File: config.mk
export PLATFORM = sky130hd
export DESIGN_NAME = spiral_matrix_order_emitter_flat
export DESIGN_NICKNAME = d
export VERILOG_FILES = /design/src/hdl/smoe_pkg.sv /design/src/hdl/smoe_req_if.sv /design/src/hdl/smoe_rsp_if.sv /design/src/hdl/smoe_ram.sv /design/src/hdl/smoe_front.sv /design/src/hdl/smoe_queue.sv /design/src/hdl/smoe_back.sv /design/src/hdl/spiral_matrix_order_emitter.sv /design/src/flat_wrapper.sv
export VERILOG_INCLUDE_DIRS = /design/src /design/src/hdl
export SDC_FILE = /design/constraint.sdc
export NUM_CORES = 2
export LEC_CHECK = 0
export BUFFER_PORTS_ARGS = -buffer_cell sky130_fd_sc_hd__buf_2
export CAP_MARGIN = 20
export CORE_UTILIZATION = 52
export CTS_CLUSTER_DIAMETER = 150
export CTS_CLUSTER_SIZE = 40
export DETAILED_ROUTE_END_ITERATION = 6
export GPL_TIMING_DRIVEN = 0
export HOLD_SLACK_MARGIN = 0.05
export PLACE_DENSITY = 0.7
export SYNTH_ARGS = -nofsm -noshare
export SYNTH_HDL_FRONTEND = slang
export SYNTH_MEMORY_MAX_BITS = 65536
export SYNTH_SLANG_ARGS = --single-unit
File: constraint.sdc
create_clock -name clock -period 4.5 [get_ports clock]
set_clock_uncertainty 0.15 [all_clocks]
set_input_delay 0.9 -clock clock [delete_from_list [all_inputs] [get_ports clock]]
set_output_delay 0.9 -clock clock [all_outputs]
set_load 0.005 [all_outputs]
File: src/hdl/spiral_matrix_order_emitter_defines.svh
// Assertion macros shared by the spiral matrix order emitter RTL.
`ifndef SPIRAL_MATRIX_ORDER_EMITTER_DEFINES_SVH
`define SPIRAL_MATRIX_ORDER_EMITTER_DEFINES_SVH

// The consequent must hold in the same cycle as the antecedent.
`define SMOE_ASSERT_IMPLY(label, clk, rst, ante, cons, msg) \
   label: assert property (@(posedge clk) disable iff (rst) (ante) |-> (cons)) \
      else $error(msg);

// The consequent must hold in the cycle after the antecedent.
`define SMOE_ASSERT_NEXT(label, clk, rst, ante, cons, msg) \
   label: assert property (@(posedge clk) disable iff (rst) (ante) |=> (cons)) \
      else $error(msg);

`endif

File: src/hdl/smoe_pkg.sv
// Shared constants, types and helper functions of the spiral matrix order emitter.
`default_nettype none

package smoe_pkg;

   // Matrix geometry and storage.
   localparam int MaxRows    = 8;
   localparam int MaxCols    = 8;
   localparam int StoreDepth = MaxRows * MaxCols;
   localparam int AddrW      = $clog2(StoreDepth);
   localparam int RowW       = $clog2(MaxRows);
   localparam int ColW       = $clog2(MaxCols);
   localparam int DimW       = 4;
   localparam int CountW     = $clog2(StoreDepth + 1);
   localparam int DataW      = 32;

   // Two banks let one matrix load while the previous one is walked.
   localparam int Banks      = 2;
   localparam int BankW      = $clog2(Banks);
   localparam int PendW      = $clog2(Banks + 1);
   localparam int RamAddrW   = BankW + AddrW;
   localparam int RamDepth   = Banks * StoreDepth;

   // Queue of finished loads waiting for the walker.
   localparam int QueueDepth = Banks;
   localparam int QPtrW      = $clog2(QueueDepth);
   localparam int QCountW    = $clog2(QueueDepth + 1);

   // Register port.
   localparam int CsrAddrW   = 3;
   localparam int CsrDataW   = 32;
   localparam int RegAddrLsb = 2;

   typedef enum logic [0:0] {
      REG_ROW_COUNT,
      REG_COL_COUNT
   } reg_index_type;

   typedef enum logic [1:0] {
      DIR_RIGHT,
      DIR_DOWN,
      DIR_LEFT,
      DIR_UP
   } dir_type;

   typedef enum logic [1:0] {
      BK_IDLE,
      BK_ADDR,
      BK_DATA
   } back_state_type;

   // One loaded matrix, handed from the loader to the walker.
   typedef struct packed {
      logic [BankW-1:0] bank;
      logic [DimW-1:0]  rows;
      logic [DimW-1:0]  cols;
   } job_type;

   // A size of zero acts as one, a size above the limit acts as the limit.
   function automatic logic [DimW-1:0] clamp_dim(input logic [DimW-1:0] value,
                                                  input logic [DimW-1:0] limit);
      logic [DimW-1:0] result;
      result = value;
      if (value == '0) begin
         result = DimW'(1);
      end else if (value > limit) begin
         result = limit;
      end
      return result;
   endfunction

endpackage

`default_nettype wire

File: src/hdl/smoe_req_if.sv
// Input channel carrying one matrix element per item.
`default_nettype none

interface smoe_req_if import smoe_pkg::*; ();
   logic                    valid;
   logic                    ready;
   logic signed [DataW-1:0] element;

   modport source (output valid, output element, input ready);
   modport sink   (input valid, input element, output ready);
endinterface

`default_nettype wire

File: src/hdl/smoe_rsp_if.sv
// Result channel carrying one element in spiral order per item.
`default_nettype none

interface smoe_rsp_if import smoe_pkg::*; ();
   logic                    valid;
   logic                    ready;
   logic signed [DataW-1:0] element_out;
   logic                    last_out;

   modport source (output valid, output element_out, output last_out, input ready);
   modport sink   (input valid, input element_out, input last_out, output ready);
endinterface

`default_nettype wire

File: src/hdl/smoe_ram.sv
// Generic single write port, single read port RAM with registered read data.
`default_nettype none

module smoe_ram #(
   parameter int Width = 32,
   parameter int Depth = 128
) (
   input  wire logic                     clock,
   input  wire logic                     wr_en,
   input  wire logic [$clog2(Depth)-1:0] wr_addr,
   input  wire logic [Width-1:0]         wr_data,
   input  wire logic [$clog2(Depth)-1:0] rd_addr,
   output logic      [Width-1:0]         rd_data
);

   logic [Width-1:0] mem_ff [Depth];
   logic [Width-1:0] rd_data_ff;

   // Write and read in the same cycle; the read data is registered and appears in the following cycle.
   always_ff @(posedge clock) begin
      if (wr_en) begin
         mem_ff[wr_addr] <= wr_data;
      end
      rd_data_ff <= mem_ff[rd_addr];
   end

   assign rd_data = rd_data_ff;

endmodule

`default_nettype wire

File: src/hdl/smoe_front.sv
// Loader: accepts elements, writes them into a bank and posts each full matrix.
`default_nettype none

module smoe_front import smoe_pkg::*; (
   input  wire logic                clock,
   input  wire logic                reset,
   smoe_req_if.sink                 req,
   input  wire logic [DimW-1:0]     rows,
   input  wire logic [DimW-1:0]     cols,
   input  wire logic                clear_load,
   input  wire logic                job_done,
   output logic                     wr_en,
   output logic [RamAddrW-1:0]      wr_addr,
   output logic [DataW-1:0]         wr_data,
   output logic                     push_valid,
   output job_type                  push_job
);

   logic [AddrW-1:0]  load_count_ff, load_count_in;
   logic [BankW-1:0]  bank_ff, bank_in;
   logic [PendW-1:0]  pending_ff, pending_in;
   logic [CountW-1:0] total;
   logic              accept;
   logic              complete;

   // A bank is busy from its last element until the walker has drained it.
   assign req.ready = (pending_ff < PendW'(Banks));
   assign accept    = req.valid && req.ready;
   assign total     = CountW'(rows) * CountW'(cols);
   assign complete  = accept && ((CountW'(load_count_ff) + CountW'(1)) >= total);

   // Element k of a load goes to entry k of the current bank.
   assign wr_en   = accept;
   assign wr_addr = {bank_ff, load_count_ff};
   assign wr_data = req.element;

   assign push_valid    = complete;
   assign push_job.bank = bank_ff;
   assign push_job.rows = rows;
   assign push_job.cols = cols;

   // Next-state logic for the load counter, bank pointer and busy count.
   always_comb begin
      load_count_in = load_count_ff;
      bank_in       = bank_ff;
      priority if (clear_load || complete) begin
         load_count_in = '0;
      end else if (accept) begin
         load_count_in = load_count_ff + AddrW'(1);
      end
      if (complete) begin
         bank_in = bank_ff + BankW'(1);
      end
      pending_in = pending_ff + PendW'(complete) - PendW'(job_done);
   end

   always_ff @(posedge clock) begin
      if (reset) begin
         load_count_ff <= '0;
         bank_ff       <= '0;
         pending_ff    <= '0;
      end else begin
         load_count_ff <= load_count_in;
         bank_ff       <= bank_in;
         pending_ff    <= pending_in;
      end
   end

endmodule

`default_nettype wire

File: src/hdl/smoe_queue.sv
// Short queue of loaded matrices between the loader and the walker.
`default_nettype none

`include "spiral_matrix_order_emitter_defines.svh"

module smoe_queue import smoe_pkg::*; (
   input  wire logic clock,
   input  wire logic reset,
   input  wire logic push_valid,
   input  job_type   push_job,
   output logic      pop_valid,
   input  wire logic pop_ready,
   output job_type   pop_job
);

   job_type            entry_ff [QueueDepth];
   logic [QPtrW-1:0]   wr_ptr_ff, wr_ptr_in;
   logic [QPtrW-1:0]   rd_ptr_ff, rd_ptr_in;
   logic [QCountW-1:0] count_ff, count_in;
   logic               pop;

   assign pop_valid = (count_ff != '0);
   assign pop_job   = entry_ff[rd_ptr_ff];
   assign pop       = pop_valid && pop_ready;

   // Pointer and fill count updates.
   always_comb begin
      wr_ptr_in = wr_ptr_ff;
      rd_ptr_in = rd_ptr_ff;
      if (push_valid) begin
         wr_ptr_in = (wr_ptr_ff == QPtrW'(QueueDepth - 1)) ? '0 : wr_ptr_ff + QPtrW'(1);
      end
      if (pop) begin
         rd_ptr_in = (rd_ptr_ff == QPtrW'(QueueDepth - 1)) ? '0 : rd_ptr_ff + QPtrW'(1);
      end
      count_in = count_ff + QCountW'(push_valid) - QCountW'(pop);
   end

   always_ff @(posedge clock) begin
      if (reset) begin
         wr_ptr_ff <= '0;
         rd_ptr_ff <= '0;
         count_ff  <= '0;
      end else begin
         wr_ptr_ff <= wr_ptr_in;
         rd_ptr_ff <= rd_ptr_in;
         count_ff  <= count_in;
      end
   end

   // Entry storage needs no reset.
   always_ff @(posedge clock) begin
      if (push_valid) begin
         entry_ff[wr_ptr_ff] <= push_job;
      end
   end

   // The loader's bank accounting must keep the queue from overflowing.
   `SMOE_ASSERT_IMPLY(queue_no_overflow, clock, reset, push_valid,
      count_ff != QCountW'(QueueDepth), "queue pushed while full")

endmodule

`default_nettype wire

File: src/hdl/smoe_back.sv
// Walker: reads a loaded bank in clockwise spiral order and drives the result channel.
`default_nettype none

`include "spiral_matrix_order_emitter_defines.svh"

module smoe_back import smoe_pkg::*; (
   input  wire logic                clock,
   input  wire logic                reset,
   input  wire logic                pop_valid,
   input  job_type                  pop_job,
   output logic                     pop_ready,
   output logic [RamAddrW-1:0]      rd_addr,
   input  wire logic [DataW-1:0]    rd_data,
   output logic                     job_done,
   smoe_rsp_if.source               rsp
);

   back_state_type    state_ff, state_in;
   job_type           job_ff, job_in;
   dir_type           dir_ff, dir_in;
   logic [RowW-1:0]   row_ff, row_in;
   logic [ColW-1:0]   col_ff, col_in;
   logic [RowW-1:0]   top_ff, top_in;
   logic [RowW-1:0]   bottom_ff, bottom_in;
   logic [ColW-1:0]   left_ff, left_in;
   logic [ColW-1:0]   right_ff, right_in;
   logic [CountW-1:0] remain_ff, remain_in;
   logic              out_valid_ff, out_valid_in;
   logic [DataW-1:0]  out_element_ff, out_element_in;
   logic              out_last_ff, out_last_in;
   logic [CountW-1:0] lin;
   logic              out_free;
   logic              out_load;

   // Row-major entry of the current position inside the job's bank.
   assign lin     = CountW'(row_ff) * CountW'(job_ff.cols) + CountW'(col_ff);
   assign rd_addr = {job_ff.bank, lin[AddrW-1:0]};

   assign out_free = !out_valid_ff || rsp.ready;

   // Walk control: start a job, wait for read data, hand it over and step.
   always_comb begin
      state_in  = state_ff;
      job_in    = job_ff;
      dir_in    = dir_ff;
      row_in    = row_ff;
      col_in    = col_ff;
      top_in    = top_ff;
      bottom_in = bottom_ff;
      left_in   = left_ff;
      right_in  = right_ff;
      remain_in = remain_ff;
      pop_ready = 1'b0;
      job_done  = 1'b0;
      out_load  = 1'b0;
      unique case (state_ff)
         BK_IDLE: begin
            pop_ready = 1'b1;
            if (pop_valid) begin
               job_in    = pop_job;
               dir_in    = DIR_RIGHT;
               row_in    = '0;
               col_in    = '0;
               top_in    = '0;
               left_in   = '0;
               bottom_in = RowW'(pop_job.rows - DimW'(1));
               right_in  = ColW'(pop_job.cols - DimW'(1));
               remain_in = CountW'(pop_job.rows) * CountW'(pop_job.cols);
               state_in  = BK_ADDR;
            end
         end
         BK_ADDR: begin
            state_in = BK_DATA;
         end
         BK_DATA: begin
            if (out_free) begin
               out_load = 1'b1;
               if (remain_ff == CountW'(1)) begin
                  job_done = 1'b1;
                  state_in = BK_IDLE;
               end else begin
                  remain_in = remain_ff - CountW'(1);
                  state_in  = BK_ADDR;
                  // At the end of a side, pull that boundary in and turn clockwise.
                  unique case (dir_ff)
                     DIR_RIGHT: begin
                        if (col_ff < right_ff) begin
                           col_in = col_ff + ColW'(1);
                        end else begin
                           top_in = top_ff + RowW'(1);
                           dir_in = DIR_DOWN;
                           row_in = row_ff + RowW'(1);
                        end
                     end
                     DIR_DOWN: begin
                        if (row_ff < bottom_ff) begin
                           row_in = row_ff + RowW'(1);
                        end else begin
                           right_in = right_ff - ColW'(1);
                           dir_in   = DIR_LEFT;
                           col_in   = col_ff - ColW'(1);
                        end
                     end
                     DIR_LEFT: begin
                        if (col_ff > left_ff) begin
                           col_in = col_ff - ColW'(1);
                        end else begin
                           bottom_in = bottom_ff - RowW'(1);
                           dir_in    = DIR_UP;
                           row_in    = row_ff - RowW'(1);
                        end
                     end
                     DIR_UP: begin
                        if (row_ff > top_ff) begin
                           row_in = row_ff - RowW'(1);
                        end else begin
                           left_in = left_ff + ColW'(1);
                           dir_in  = DIR_RIGHT;
                           col_in  = col_ff + ColW'(1);
                        end
                     end
                     default: begin
                        dir_in = dir_ff;
                     end
                  endcase
               end
            end
         end
         default: begin
            state_in = BK_IDLE;
         end
      endcase
   end

   // Output register: loads when empty or being drained.
   always_comb begin
      out_valid_in   = out_valid_ff;
      out_element_in = out_element_ff;
      out_last_in    = out_last_ff;
      if (out_load) begin
         out_valid_in   = 1'b1;
         out_element_in = rd_data;
         out_last_in    = (remain_ff == CountW'(1));
      end else if (rsp.ready) begin
         out_valid_in = 1'b0;
      end
   end

   always_ff @(posedge clock) begin
      if (reset) begin
         state_ff     <= BK_IDLE;
         out_valid_ff <= 1'b0;
      end else begin
         state_ff     <= state_in;
         out_valid_ff <= out_valid_in;
      end
   end

   // Walk position and result payload need no reset.
   always_ff @(posedge clock) begin
      job_ff         <= job_in;
      dir_ff         <= dir_in;
      row_ff         <= row_in;
      col_ff         <= col_in;
      top_ff         <= top_in;
      bottom_ff      <= bottom_in;
      left_ff        <= left_in;
      right_ff       <= right_in;
      remain_ff      <= remain_in;
      out_element_ff <= out_element_in;
      out_last_ff    <= out_last_in;
   end

   assign rsp.valid       = out_valid_ff;
   assign rsp.element_out = out_element_ff;
   assign rsp.last_out    = out_last_ff;

   // The walk never leaves the loaded matrix while elements remain.
   `SMOE_ASSERT_IMPLY(back_addr_in_range, clock, reset, state_ff != BK_IDLE,
      (DimW'(row_ff) < job_ff.rows) && (DimW'(col_ff) < job_ff.cols) && (remain_ff != '0),
      "spiral walk left the matrix")

   // Finishing a job puts the marked final element on the result channel.
   `SMOE_ASSERT_NEXT(back_done_last, clock, reset, job_done,
      rsp.valid && rsp.last_out, "job finished without a final element")

endmodule

`default_nettype wire

File: src/hdl/spiral_matrix_order_emitter.sv
// Top level of the spiral matrix order emitter: registers, loader, queue, RAM and walker.
//
//   Channel   Direction  Handshake          Payload
//   req_chan  in         valid/ready        element (signed 32)
//   rsp_chan  out        valid/ready        element_out (signed 32), last_out
//   csr_*     in/out     APB, pready high   row_count @0x0, col_count @0x4
//
// Loading takes one element per cycle unless both banks are busy; each result passes a RAM
// address state and a registered read data state, and each matrix starts from idle.
// Two RAM banks let the next matrix load while the previous one is walked out.
// The input stalls only while both banks hold matrices not yet fully emitted.
// The result stage holds its item while rsp_chan.ready is low and the walk waits.
// Reset is synchronous; it clears the counts and sets both sizes to one.
`default_nettype none

module spiral_matrix_order_emitter import smoe_pkg::*; (
   input  wire logic                clock,
   input  wire logic                reset,
   smoe_req_if.sink                 req_chan,
   smoe_rsp_if.source               rsp_chan,
   input  wire logic                csr_psel,
   input  wire logic                csr_penable,
   input  wire logic                csr_pwrite,
   input  wire logic [CsrAddrW-1:0] csr_paddr,
   input  wire logic [CsrDataW-1:0] csr_pwdata,
   output logic      [CsrDataW-1:0] csr_prdata,
   output logic                     csr_pready
);

   logic [DimW-1:0]     row_count_ff, row_count_in;
   logic [DimW-1:0]     col_count_ff, col_count_in;
   logic [DimW-1:0]     rows_eff;
   logic [DimW-1:0]     cols_eff;
   reg_index_type       reg_sel;
   logic                csr_write;
   logic                wr_en;
   logic [RamAddrW-1:0] wr_addr;
   logic [DataW-1:0]    wr_data;
   logic [RamAddrW-1:0] rd_addr;
   logic [DataW-1:0]    rd_data;
   logic                push_valid;
   job_type             push_job;
   logic                pop_valid;
   logic                pop_ready;
   job_type             pop_job;
   logic                job_done;

   // Register port decode.
   assign csr_pready = 1'b1;
   assign csr_write  = csr_psel && csr_penable && csr_pwrite && csr_pready;
   assign reg_sel    = reg_index_type'(csr_paddr[RegAddrLsb]);

   always_comb begin
      row_count_in = row_count_ff;
      col_count_in = col_count_ff;
      csr_prdata   = '0;
      unique case (reg_sel)
         REG_ROW_COUNT: begin
            csr_prdata = CsrDataW'(row_count_ff);
            if (csr_write) begin
               row_count_in = csr_pwdata[DimW-1:0];
            end
         end
         REG_COL_COUNT: begin
            csr_prdata = CsrDataW'(col_count_ff);
            if (csr_write) begin
               col_count_in = csr_pwdata[DimW-1:0];
            end
         end
         default: begin
            csr_prdata = '0;
         end
      endcase
   end

   always_ff @(posedge clock) begin
      if (reset) begin
         row_count_ff <= DimW'(1);
         col_count_ff <= DimW'(1);
      end else begin
         row_count_ff <= row_count_in;
         col_count_ff <= col_count_in;
      end
   end

   // Sizes as the datapath sees them.
   assign rows_eff = clamp_dim(row_count_ff, DimW'(MaxRows));
   assign cols_eff = clamp_dim(col_count_ff, DimW'(MaxCols));

   smoe_front u_front (
      .clock      (clock),
      .reset      (reset),
      .req        (req_chan),
      .rows       (rows_eff),
      .cols       (cols_eff),
      .clear_load (csr_write),
      .job_done   (job_done),
      .wr_en      (wr_en),
      .wr_addr    (wr_addr),
      .wr_data    (wr_data),
      .push_valid (push_valid),
      .push_job   (push_job)
   );

   smoe_queue u_queue (
      .clock      (clock),
      .reset      (reset),
      .push_valid (push_valid),
      .push_job   (push_job),
      .pop_valid  (pop_valid),
      .pop_ready  (pop_ready),
      .pop_job    (pop_job)
   );

   smoe_ram #(
      .Width (DataW),
      .Depth (RamDepth)
   ) u_store (
      .clock   (clock),
      .wr_en   (wr_en),
      .wr_addr (wr_addr),
      .wr_data (wr_data),
      .rd_addr (rd_addr),
      .rd_data (rd_data)
   );

   smoe_back u_back (
      .clock     (clock),
      .reset     (reset),
      .pop_valid (pop_valid),
      .pop_job   (pop_job),
      .pop_ready (pop_ready),
      .rd_addr   (rd_addr),
      .rd_data   (rd_data),
      .job_done  (job_done),
      .rsp       (rsp_chan)
   );

endmodule

`default_nettype wire
File: src/flat_wrapper.sv
// flat-port wrapper written by rule: the top's interface ports become plain ports
module spiral_matrix_order_emitter_flat import smoe_pkg::*;
  (clock, reset, csr_psel, csr_penable, csr_pwrite, csr_paddr, csr_pwdata, csr_prdata, csr_pready, req_chan_valid, req_chan_element, req_chan_ready, rsp_chan_valid, rsp_chan_element_out, rsp_chan_last_out, rsp_chan_ready);
  smoe_req_if req_chan_i ();
  smoe_rsp_if rsp_chan_i ();
  input  wire logic clock;
  input  wire logic reset;
  input  wire logic csr_psel;
  input  wire logic csr_penable;
  input  wire logic csr_pwrite;
  input  wire logic [CsrAddrW-1:0] csr_paddr;
  input  wire logic [CsrDataW-1:0] csr_pwdata;
  output logic      [CsrDataW-1:0] csr_prdata;
  output logic csr_pready;
  input wire logic [$bits(req_chan_i.valid)-1:0] req_chan_valid;
  input wire logic [$bits(req_chan_i.element)-1:0] req_chan_element;
  output wire logic [$bits(req_chan_i.ready)-1:0] req_chan_ready;
  output wire logic [$bits(rsp_chan_i.valid)-1:0] rsp_chan_valid;
  output wire logic [$bits(rsp_chan_i.element_out)-1:0] rsp_chan_element_out;
  output wire logic [$bits(rsp_chan_i.last_out)-1:0] rsp_chan_last_out;
  input wire logic [$bits(rsp_chan_i.ready)-1:0] rsp_chan_ready;
  assign req_chan_i.valid = req_chan_valid;
  assign req_chan_i.element = req_chan_element;
  assign req_chan_ready = req_chan_i.ready;
  assign rsp_chan_valid = rsp_chan_i.valid;
  assign rsp_chan_element_out = rsp_chan_i.element_out;
  assign rsp_chan_last_out = rsp_chan_i.last_out;
  assign rsp_chan_i.ready = rsp_chan_ready;
  spiral_matrix_order_emitter u_core (.clock(clock), .reset(reset), .req_chan(req_chan_i), .rsp_chan(rsp_chan_i), .csr_psel(csr_psel), .csr_penable(csr_penable), .csr_pwrite(csr_pwrite), .csr_paddr(csr_paddr), .csr_pwdata(csr_pwdata), .csr_prdata(csr_prdata), .csr_pready(csr_pready));
endmodule
==> run_results.csv <==
group,metric,value,unit
status,status,"complete, but fails checks",
status,violations,"setup timing",
synth,synth-adder-area-share,0.00646,
grt,antenna_found_initial,27,
synth,synth_top_family_by_area,"multiplexers",
clock_network,clkTransAtPathRegs,0.15,ns
critical_path,startpoint,"u_core.u_back.job_ff[1]$_DFFE_PP_",
critical_path,critPathArrivalTime,5.46,ns
timing,fin_tns_setup,-3.92,ns
synth,synth_area,0.164,mm²
worst_hold_path,hp-class,"in2reg",
timing,period_minus_slack,4.75,ns
synth,ys_seq_area_frac,0.774,
routing,vias,78500,
grt,grt_max_degree,107,
timing,finalSetupViolCount,32,
timing,timing.final.ws_setup,-0.250,ns
die,rows,205,
clock_network,clk_latency,0.98,ns
clock_network,htreeDepth,3,
die,coreArea,0.312,mm²
critical_path,critPathKind,"reg2reg",
clock_network,cts_tree,"done",
layout,instances_no_fill,11900,
place,dp_slack,-2.56,ns
die,start_util,0.523,
timing,max_freq,211,MHz
layout,drive_gt1_frac,0.345,
place,io_buffers,82,
critical_path,endpoint_kind,"register",
grt,grt_overflow,0,
clock_network,clkSinkCount,4236,
timing,fin_hold_ws,0.114,ns
routing,ant_nets,0,
layout,seq_area,0.127,mm²
synth,yosys.area_share.simple,0.0183,
clock_network,ctsLongestPathBuffers,4,
routing,drtPass1Iterations,6,
critical_path,timing.rr.start,"u_core.u_back.job_ff[1]$_DFFE_PP_",
synth,synth_compound_area_frac,0.0165,
grt,first_global_vias,76800,
synth,yosys_register_bits,4236,
worst_hold_path,min_from,"csr_pwdata[0]",
clock_network,cts-root-buf,"clkbuf_16",
synth,synthDistinctLibCells,58,
job,drv_cap,0,
critical_path,startpoint_type,"register",
synth,synth-edff-count,4179,
synth,synthCells,7134,
die,die_height,563,µm
synth,synth_xor_area_frac,0.00234,
routing,wl_per_cell,35.6,µm
clock_network,cts_made_buffers,120,
synth,synthMuxAreaShare,0.168,
routing,drt_iter0_markers,12500,
place,gp_congestion,0.963,
synth,synth_flop_cell,"edfxtp_1",
layout,multiInputGateArea,0.0390,mm²
place,dp.cells,11600,
timing,rsz0062_at_grt,"true",
die,io_pins,142,
timing,max_slew_margin,0.230,
place,dp_hpwl,284,mm
routing,drc,0,
layout,n_fill_cell,21500,
layout,final_nets,7800,
layout,area_growth_syn_to_layout,12.4,%
die,dieArea,0.317,mm²
synth,async_flop_share,0,
timing,slew_violations,0,
routing,finalWirelength,423,mm
timing,post-route-period-util,1.06,
synth,synth.avg_cell_area,22.9,µm²
critical_path,cp.required,5.21,ns
grt,grt_usage,0.267,
critical_path,worstPathMaxFanout,6,
die,die_w,563,µm
synth,yosys_warnings,0,
grt,grt_pass1_wl,592,mm
timing,hold_viol_final,0,
critical_path,r2r_setup_slack,-0.25,ns
timing,max_slew.worst_pin.slew,1.15,ns
routing,vias_per_cell,6.61,
-- metrics by stage --
stage	utilization	cell area (µm²)
after global placement	0.542	169000
after floorplan	-	164000
after CTS	0.586	183000
after global routing	0.588	184000
final	0.588	184000
after detailed placement	0.559	175000
-- cell type report --
cell class                 count  area share
sequential                  4236       0.689
multi-input combinational   2446       0.212
timing repair buffer         371      0.0343
tap                         4140      0.0282
clock buffer                 184      0.0178
buffer                       415      0.0165
inverter                      60     0.00128
clock inverter                 5    0.000286
antenna                       20    0.000272
-- logic make-up after synthesis --
family                     after synthesis
and+or+nand+nor                        612
AOI/OAI and AO/OA                      357
DFF                                   4236
adders and majority gates               76
other                                    2
buffers and inverters                  479
muxes                                 1330
xor gates and xnor gates                42
-- layout by cell type (no fill, tap or decap), drive strengths merged, types with 3 or more instances in the layout --
master       instances
o21ai               25
buf                591
fa                  14
a311oi              62
and3               127
dfxtp               57
mux2i               76
ha                  62
xor2                15
or2                  7
nand4b               3
or3                  5
clkbuf             375
nand4                7
a211oi             126
nor3                 6
nor2b               13
nand2               56
mux2               136
inv                 64
nand3               24
nor2               300
o21a                 3
edfxtp            4179
dlygate4sd3          3
conb                29
a31oi                4
mux4              1118
diode               20
a21oi               23
a21o                 9
o22ai               94
xnor2               27
nand2b              13
and4                31
and2                16
-- cells in the mapped netlist (14+ instances only) --
| library cell | instances | area, µm² |
|---|---|---|
| and3_1 | 127 | 795 |
| clkbuf_1 | 202 | 758 |
| nor2_1 | 300 | 1130 |
| nand3_1 | 23 | 115 |
| inv_1 | 60 | 225 |
| buf_2 | 136 | 681 |
| nand2_1 | 55 | 206 |
| a21oi_1 | 21 | 105 |
| xor2_1 | 14 | 123 |
| and4_1 | 31 | 272 |
| edfxtp_1 | 4179 | 125000 |
| ha_1 | 62 | 776 |
| a211oi_2 | 29 | 363 |
| mux2i_1 | 76 | 761 |
| buf_4 | 64 | 480 |
| mux4_2 | 1118 | 25200 |
| xnor2_1 | 26 | 228 |
| dfxtp_1 | 57 | 1140 |
| and2_1 | 16 | 100 |
| fa_1 | 14 | 280 |
| mux2_2 | 130 | 1460 |
| o22ai_1 | 94 | 588 |
| a211oi_1 | 97 | 728 |
| a311oi_1 | 62 | 543 |
| o21ai_0 | 23 | 115 |
-- final timing paths --
| check | to | cells past startpoint |
|---|---|---|
| worst min-delay path | u_core.row_count_ff[0]$_SDFFE_PP1P_ | 4 |
| worst max-delay path | u_core.u_store.rd_data[8]$_DFF_P_ | 15 |
| worst min register to register | u_core.u_back.rsp.element_out[13]$_DFFE_PP_ | 0 |
| worst max register to register | u_core.u_store.rd_data[8]$_DFF_P_ | 15 |
-- state kept, by name, summed over array words and instances, names as in the netlist, 3 cells and up, named ones only --
register                       flops
u_core.u_back.row_ff               3
u_core.col_count_ff                4
u_core.u_back.bottom_ff            3
u_core.row_count_ff                4
u_core.u_back.remain_ff            7
u_core.u_back.rsp.element_out     32
u_core.u_queue.entry_ff           18
u_core.u_back.job_ff               4
u_core.u_front.load_count_ff       6
u_core.u_store.mem_ff           4096
u_core.u_back.col_ff               3
u_core.u_back.left_ff              3
u_core.u_back.top_ff               3
u_core.u_store.rd_data            32
u_core.u_back.right_ff             3
-- metal layers --
layer / global-route usage / up-vias / wire length [µm]
met5: 0 / - / 46
met4: 0.106 / 6 / 19400
met3: 0.0440 / 541 / 45100
met2: 0.409 / 4453 / 197000
met1: 0.389 / 42500 / 162000
li1: - / 31000 / -
-- worst max-delay path, cell delays in order (launching register included) --
cell	delay, ns
edfxtp_1	0.44
and2_4	0.18
fa_1	0.54
inv_2	0.04
fa_2	0.48
fa_2	0.36
nand2b_4	0.15
a21oi_4	0.18
xor2_4	0.14
or4_4	0.71
buf_12	0.19
buf_16	0.14
a211oi_4	0.34
a311oi_2	0.10
buf_4	0.22
and4_4	0.25
-- timing repair --
item,4_1_cts,5_1_grt
pin swaps,101,90
setup buffers,67,17
gates cloned,18,2
hold endpoints to repair,6,0
hold buffers,3,0
endpoints found under the setup margin,73,58
gates resized for setup,904,150
Power is not shown: default switching activity piles up to over one toggle a cycle in this logic, so the estimate is an artifact.
